[src/hdl/rfidcrc_pkg.sv]
package rfidcrc_pkg;

	localparam int unsigned CrcW     = 16;
	localparam int unsigned Crc5W    = 5;
	localparam int unsigned ByteW    = 8;
	localparam int unsigned CountW   = 4;

	localparam logic [CrcW-1:0]   Poly16    = 16'h1021;
	localparam logic [CrcW-1:0]   Preset16  = 16'hFFFF;
	localparam logic [CrcW-1:0]   Residue16 = 16'h1D0F;
	localparam logic [Crc5W-1:0]  Poly5     = 5'h09;
	localparam logic [Crc5W-1:0]  Preset5   = 5'h09;
	localparam logic [CountW-1:0] MaxBits   = 4'd8;

	typedef enum logic {
		MODE_CRC16 = 1'b0,
		MODE_CRC5  = 1'b1
	} crc_mode_t;

	typedef struct packed {
		logic [CrcW-1:0] crc_value;
		logic            residue_ok;
	} result_t;

	typedef struct packed {
		logic [CrcW-1:0] crc_next;
		result_t         result;
	} upd_t;

	function automatic logic [CrcW-1:0] preset_for(crc_mode_t mode);
		logic [CrcW-1:0] p;
		begin
			if (mode == MODE_CRC5) begin
				p = {{(CrcW-Crc5W){1'b0}}, Preset5};
			end else begin
				p = Preset16;
			end
			return p;
		end
	endfunction

endpackage

[src/hdl/rfid_crc16_crc5_bit_engine_unit.sv]
// Bit-granular CRC engine for the RFID air interface. Each input transaction
// carries one data byte whose leading bit_count bits (msb first, counts above
// eight act as eight, zero adds no bits) feed either CRC-16 CCITT (poly 0x1021,
// preset 0xFFFF) or CRC-5 (poly 0x09, preset 0x09), chosen by the one-bit mode
// register on the cfg channel. Writing the mode presets the CRC and drops any
// frame in progress; write it only while the engine is idle. The transaction
// with tlast high closes the frame and produces one result: the complemented
// CRC-16 or the 5-bit CRC in the low bits, with tuser set when the raw CRC-16
// equals the residue 0x1D0F. The engine then presets for the next frame.
// Throughput is one transaction per clock. A transaction is captured in the
// input register, and a closing transaction's result is loaded from there into
// the output register, which drives m_tvalid. The rate is set by the CRC
// register loop, which goes through the eight-step unrolled update once per
// cycle. A result waits in the output register; transactions that do not close
// a frame keep flowing while it is held, but a closing transaction waits in the
// input register until the held result is taken.
module rfid_crc16_crc5_bit_engine_unit import rfidcrc_pkg::*; (
	input  logic        clk,
	input  logic        arst_n,
	// configuration write channel
	input  logic        cfg_valid,
	output logic        cfg_ready,
	input  logic [0:0]  cfg_data,    // crc_mode
	// input stream
	input  logic        s_tvalid,
	output logic        s_tready,
	input  logic [15:0] s_tdata,     // [7:0] data_byte, [11:8] bit_count, [15:12] zero
	input  logic        s_tlast,     // frame_end
	// result stream
	output logic        m_tvalid,
	input  logic        m_tready,
	output logic [15:0] m_tdata,     // [15:0] crc_value
	output logic        m_tuser      // residue_ok
);

	// input stage
	logic              valid_s1;
	logic [ByteW-1:0]  data_s1;
	logic [CountW-1:0] count_s1;
	logic              last_s1;

	// state
	crc_mode_t         mode_q;
	logic [CrcW-1:0]   crc_q;

	logic    out_free;
	logic    fire_s1;
	logic    cfg_write;
	upd_t    upd;
	result_t out_result;

	// a stage-1 item moves on unless it closes a frame while a result is still held
	assign fire_s1   = valid_s1 && (!last_s1 || out_free);
	assign s_tready  = !valid_s1 || fire_s1;
	assign cfg_ready = 1'b1;
	assign cfg_write = cfg_valid && cfg_ready;

	always_ff @(posedge clk or negedge arst_n) begin
		if (!arst_n) begin
			valid_s1 <= 1'b0;
		end else if (s_tready) begin
			valid_s1 <= s_tvalid;
		end
	end

	always_ff @(posedge clk) begin
		if (s_tready && s_tvalid) begin
			data_s1  <= s_tdata[ByteW-1:0];
			count_s1 <= s_tdata[ByteW+CountW-1:ByteW];
			last_s1  <= s_tlast;
		end
	end

	// crc register: preset on mode write and after each closed frame
	always_ff @(posedge clk or negedge arst_n) begin
		if (!arst_n) begin
			mode_q <= MODE_CRC16;
			crc_q  <= Preset16;
		end else if (cfg_write) begin
			mode_q <= crc_mode_t'(cfg_data[0]);
			crc_q  <= preset_for(crc_mode_t'(cfg_data[0]));
		end else if (fire_s1) begin
			crc_q  <= last_s1 ? preset_for(mode_q) : upd.crc_next;
		end
	end

	rfidcrc_update u_update (
		.mode      (mode_q),
		.crc_in    (crc_q),
		.data_byte (data_s1),
		.bit_count (count_s1),
		.upd       (upd)
	);

	rfidcrc_out_stage u_out (
		.clk        (clk),
		.arst_n     (arst_n),
		.load       (fire_s1 && last_s1),
		.result     (upd.result),
		.free       (out_free),
		.out_valid  (m_tvalid),
		.out_ready  (m_tready),
		.out_result (out_result)
	);

	assign m_tdata = out_result.crc_value;
	assign m_tuser = out_result.residue_ok;

	// crc-5 mode never leaves bits above the 5-bit register
	a_crc5_narrow: assert property (@(posedge clk) disable iff (!arst_n)
		(mode_q == MODE_CRC5) |-> (crc_q[CrcW-1:Crc5W] == '0))
		else $error("crc-5 register has upper bits set");

	// a residue hit can only come with the complemented residue as value
	a_residue_value: assert property (@(posedge clk) disable iff (!arst_n)
		(m_tvalid && m_tuser) |-> (m_tdata == ~Residue16))
		else $error("residue flag without matching crc value");

	// a held stage-1 item is not dropped and keeps its data byte and frame end
	a_s1_hold: assert property (@(posedge clk) disable iff (!arst_n)
		(valid_s1 && !fire_s1) |=> (valid_s1 && $stable(data_s1) && $stable(last_s1)))
		else $error("stalled stage-1 item lost");

endmodule

[src/hdl/rfidcrc_update.sv]
module rfidcrc_update import rfidcrc_pkg::*; (
	input  crc_mode_t         mode,
	input  logic [CrcW-1:0]   crc_in,
	input  logic [ByteW-1:0]  data_byte,
	input  logic [CountW-1:0] bit_count,
	output upd_t              upd
);

	logic [CountW-1:0] count_sat;
	logic [CrcW-1:0]   c16;
	logic [Crc5W-1:0]  c5;
	logic [CrcW-1:0]   crc_new;

	assign count_sat = (bit_count > MaxBits) ? MaxBits : bit_count;

	// eight msb-first bit steps, each gated by the bit count
	always_comb begin
		c16 = crc_in;
		c5  = crc_in[Crc5W-1:0];
		for (int i = 0; i < ByteW; i++) begin
			if (CountW'(i) < count_sat) begin
				if (c16[CrcW-1] ^ data_byte[ByteW-1-i]) begin
					c16 = {c16[CrcW-2:0], 1'b0} ^ Poly16;
				end else begin
					c16 = {c16[CrcW-2:0], 1'b0};
				end
				if (c5[Crc5W-1] ^ data_byte[ByteW-1-i]) begin
					c5 = {c5[Crc5W-2:0], 1'b0} ^ Poly5;
				end else begin
					c5 = {c5[Crc5W-2:0], 1'b0};
				end
			end
		end
	end

	assign crc_new = (mode == MODE_CRC5) ? {{(CrcW-Crc5W){1'b0}}, c5} : c16;

	assign upd.crc_next            = crc_new;
	assign upd.result.crc_value    = (mode == MODE_CRC5) ? crc_new : ~crc_new;
	assign upd.result.residue_ok   = (mode == MODE_CRC16) && (crc_new == Residue16);

endmodule

[src/hdl/rfidcrc_out_stage.sv]
module rfidcrc_out_stage import rfidcrc_pkg::*; (
	input  logic    clk,
	input  logic    arst_n,
	input  logic    load,
	input  result_t result,
	output logic    free,
	output logic    out_valid,
	input  logic    out_ready,
	output result_t out_result
);

	logic    valid_q;
	result_t result_q;

	assign free       = !valid_q || out_ready;
	assign out_valid  = valid_q;
	assign out_result = result_q;

	always_ff @(posedge clk or negedge arst_n) begin
		if (!arst_n) begin
			valid_q <= 1'b0;
		end else if (load) begin
			valid_q <= 1'b1;
		end else if (out_ready) begin
			valid_q <= 1'b0;
		end
	end

	always_ff @(posedge clk) begin
		if (load) begin
			result_q <= result;
		end
	end

endmodule

[config.mk]
export PLATFORM = sky130hd
export DESIGN_NAME = rfid_crc16_crc5_bit_engine_unit
export DESIGN_NICKNAME = d
export VERILOG_FILES = /design/src/hdl/rfidcrc_pkg.sv /design/src/hdl/rfid_crc16_crc5_bit_engine_unit.sv /design/src/hdl/rfidcrc_update.sv /design/src/hdl/rfidcrc_out_stage.sv
export SDC_FILE = /design/constraint.sdc
export NUM_CORES = 1
export LEC_CHECK = 0
export BUFFER_PORTS_ARGS = -buffer_cell sky130_fd_sc_hd__buf_2
export CAP_MARGIN = 20
export CORE_MARGIN = 8
export CORE_UTILIZATION = 66
export CTS_CLUSTER_DIAMETER = 60
export DETAILED_ROUTE_END_ITERATION = 8
export PLACE_DENSITY = 0.87
export SLEW_MARGIN = 10
export SYNTH_ARGS = -nofsm -noshare
export SYNTH_HDL_FRONTEND = slang
export SYNTH_SLANG_ARGS = --single-unit
export TNS_END_PERCENT = 5
[constraint.sdc]
create_clock -name clk -period 5.7 [get_ports clk]
set_input_delay 0.285 -clock clk [delete_from_list [all_inputs] [get_ports clk]]
set_output_delay 0.285 -clock clk [all_outputs]
set_load 0.02 [all_outputs]
==> impl_metrics.yaml <==
outcome:
  outcome: "finished with violations"
  violations: "DRC"
yosys:
  synth_cell_types: 78
  synth_sequential_area_ratio_pct: 28.13
  fraction_of_the_mapped_netlist_area_in_compound_gates_pct: 28.48
  synth_fa_ha_area_share_pct: 0
  edff_count_synth: 30
  ys_ff_latch: 49
  synth_simple_gate_area_share_pct: 19.93
  yosysWarningCount: 0
  synth_area_um2: 4965
  number_of_instances_in_the_synthesized_netlist: 596
  synth_area_per_cell_um2: 8.330
  synth_top_family_by_area: "compound AO/OA/AOI/OAI gates"
  synthMuxAreaShare_pct: 5.998
  syn_nets: 619
  synth_ff_type: "sky130_fd_sc_hd__edfxtp_1"
  synthArstFlopShare_pct: 38.78
  synthXorXnorAreaFrac_pct: 11.82
critical_path:
  critPathMaxFanout: 22
  timing.critical_path.to_type: "register"
  timing.critical_path.from_type: "register"
  worst-setup-path-type: "reg -> reg"
  ff2ff_path_depth: 10
  worst_ep_arrival_time_ns: 4.79
  cp_data_required_time_ns: 5.83
clocking:
  clk-insertion-delay-late_ns: 0.32
  cts_root_buffer: "sky130_fd_sc_hd__clkbuf_8"
  clock_tree.buffer_depth: 2
  clkSinkCount: 49
  cts_tree: "yes"
  cts-buffers-inserted: 5
  clk_transition_reported_paths_ns: 0.10
  cts_max_level: 2
floorplanning:
  die_w_um: 102.7
  io_pins: 43
  core_area_um2: 7253
  floorplan.die.height_um: 102.7
  dieArea_um2: 10550
  start_util_pct: 68.45
  std_cell_rows: 31
run:
  timing.max_cap.violations: 0
sta:
  max_slew_margin_pct: 43.02
  report.final.slew_viol_count: 0
  rsz0062_at_grt: "no"
  final.setup.worst_slack_ns: 1.036
  fmax_ghz: 0.2144
  worst_clock_skew_ns: 0.007212
  timing.final.setup_violations: 0
  timing.final.hold_violations: 0
  layout_min_cycle_time_ns: 4.664
  timing.setup.tns_ns: 0
  worst_slew_pin_slew_ns: 0.8547
  final.period_utilization_pct: 81.83
cells_and_area:
  number_of_nets_in_the_layout: 629
  drive_gt1_share_pct: 17.13
  antenna_cells_inserted: 0
  area_delta_synth_final_pct: 6.779
global_route:
  grt_use_total_pct: 33.07
  grt.overflow.total: 0
  first_pass_grt_wire_length_um: 26450
  grt_max_degree: 27
  met1_global_route_usage_pct: 41.00
  top_usage_layer: "met2"
  grt_antenna_before_repair: 0
  globalRouteMet2Util_pct: 52.65
  groute.layer.met3.usage_pct: 8.508
  first_global_vias: 4909
placement:
  numPortBuffers: 37
  gpl.final_weighted_congestion: 0.9988
  place_worst_setup_slack_ns: 1.298
  detailed_place_hpwl_um: 12320
worst_hold_path:
  min_path_type: "in -> reg"
  hold_depth: 1
routing:
  dr_total_vias: 5071
  drt_wl_total_um: 16920
  number_of_iterations_in_the_first_detailed_routing_pass: 8
  detail_route.iter0.violations: 642
  drt_drc_violations_left: 1
  routed_wire_length_per_instance_um: 23.96
  route.detailed.vias_per_inst: 7.183
  postRouteAntennaNets: 0
power:
  max-vdd-ir-drop_v: 0.0001800
  power_density_nw_per_um2: 331.7
  leakage_nw: 2.055
## path summary, 6_finish.rpt
path	from	to	slack (ns)
max in group asynchronous	arst_n	crc_q[8]	4.90
min in group asynchronous	arst_n	u_out.out_valid	0.47
max	count_s1[0]	u_out.out_result[0]	1.04
max reg2reg	count_s1[0]	u_out.out_result[0]	1.04
min	s_tlast	last_s1	0.13
min reg2reg	crc_q[8]	crc_q[8]	0.54
## cells in the mapped netlist (all sizes together) (7+ instances only)
master	count	share of area, %
a211oi	10	1.5
a21o	9	1.4
a21oi	45	4.5
and2	13	1.6
buf	21	2.4
clkbuf	29	2.2
dfstp	16	8.5
edfxtp	30	18
inv	13	0.98
mux2i	20	4.0
nand2	54	4.1
nand2b	7	0.88
nand3	12	1.2
nor2	59	4.5
nor3	18	2.1
o211ai	11	1.7
o21a	9	1.4
o21ai	52	5.4
xnor2	37	6.5
xor2	9	1.6
## sequential cells by signal, indices dropped and copies added, names as in the netlist
signal / count
crc_q: 16
u_out.out_result: 17
u_out.out_valid: 1
valid_s1: 1
last_s1: 1
count_s1: 4
data_s1: 8
mode_q: 1
## cells by family (layout without fill, tap and decap cells)
| logic type | after synthesis | in the layout |
|---|---|---|
| buffers and inverters | 63 | 74 |
| multiplexers | 27 | 27 |
| AO/OA/AOI/OAI | 204 | 204 |
| XOR/XNOR | 54 | 54 |
| AND/OR/NAND/NOR | 198 | 198 |
| flip-flops | 49 | 49 |
| other | 1 | 1 |
## repair_timing
item	4_1_cts	5_1_grt
endpoints found under the hold margin	3	0
buffers inserted	0	0
hold buffers	1	0
endpoints found under the setup margin	0	0
resized for setup	0	0
## through the flow
stage                     total power (W)  std cells  hold slack (ns)  util [%]  area, µm²
after CTS                        0.001716        706           0.1327     73.09       5301
after global placement           0.001405        697           0.2308     71.12       5159
final                            0.001758        706           0.1286     73.09       5301
after global routing             0.001840        706           0.1159     73.09       5301
after detailed placement         0.001424        697           0.2393     71.12       5159
after floorplan                  0.001200        596         -0.01059         -       4965
## final cells by class
cell class / count / area (µm²)
clock buffer: 6 / 93.84
clock inverter: 2 / 38.79
fill: 570 / 1952
inverter: 13 / 48.80
multi-input combinational: 484 / 3292
sequential: 49 / 1396
tap: 99 / 123.9
timing repair buffer: 53 / 307.8
## metal layers
| metal | vias up | wire length (µm) |
|---|---|---|
| met5 | - | 0 |
| met4 | 0 | 796 |
| met3 | 80 | 2163 |
| met2 | 418 | 7729 |
| met1 | 2343 | 6227 |
| li1 | 2230 | - |
## layout by cell type, fill, tap and decap left out, types with 4 or more instances in the layout
master	synthesis	layout
sky130_fd_sc_hd__nor2_1	58	58
sky130_fd_sc_hd__nand2_1	54	54
sky130_fd_sc_hd__o21ai_0	48	48
sky130_fd_sc_hd__a21oi_1	45	45
sky130_fd_sc_hd__xnor2_1	37	37
sky130_fd_sc_hd__buf_2	14	37
sky130_fd_sc_hd__edfxtp_1	30	30
sky130_fd_sc_hd__mux2i_1	20	20
sky130_fd_sc_hd__nor3_1	16	16
sky130_fd_sc_hd__dfstp_2	16	16
sky130_fd_sc_hd__buf_4	6	15
sky130_fd_sc_hd__inv_1	13	13
sky130_fd_sc_hd__and2_1	13	13
sky130_fd_sc_hd__nand3_1	12	12
sky130_fd_sc_hd__o211ai_1	11	11
sky130_fd_sc_hd__a211oi_1	10	10
sky130_fd_sc_hd__a21o_1	9	9
sky130_fd_sc_hd__o21a_1	9	9
sky130_fd_sc_hd__xor2_1	9	9
sky130_fd_sc_hd__nand2b_1	7	7
sky130_fd_sc_hd__or3_1	6	6
sky130_fd_sc_hd__a31oi_1	6	6
sky130_fd_sc_hd__a211o_1	6	6
sky130_fd_sc_hd__o221ai_1	6	6
sky130_fd_sc_hd__xnor3_1	5	5
sky130_fd_sc_hd__clkbuf_8	0	5
sky130_fd_sc_hd__mux2_2	4	4
sky130_fd_sc_hd__or2_2	4	4
sky130_fd_sc_hd__a221o_1	4	4
sky130_fd_sc_hd__a221oi_1	4	4
sky130_fd_sc_hd__a2111oi_0	4	4
## worst max-delay path: stages, from the launching register on
cell	delay, ns
sky130_fd_sc_hd__edfxtp_1	0.88
sky130_fd_sc_hd__mux2i_1	0.61
sky130_fd_sc_hd__nand2_1	0.27
sky130_fd_sc_hd__a31oi_1	0.50
sky130_fd_sc_hd__or3_1	0.25
sky130_fd_sc_hd__nand2_1	0.11
sky130_fd_sc_hd__a221oi_1	0.40
sky130_fd_sc_hd__a22oi_1	0.16
sky130_fd_sc_hd__a2111oi_0	0.64
sky130_fd_sc_hd__o2111ai_1	0.27
sky130_fd_sc_hd__a2111oi_2	0.38
## power by group
group	internal [W]	leakage (nW)	total, W	switching (W)
combinational	0.000374	1.50	0.000934	0.000560
clock	0.000159	0.0669	0.000296	0.000136
sequential	0.000447	0.491	0.000529	0.0000823
Note: power is estimated with default switching activity, not from simulation.
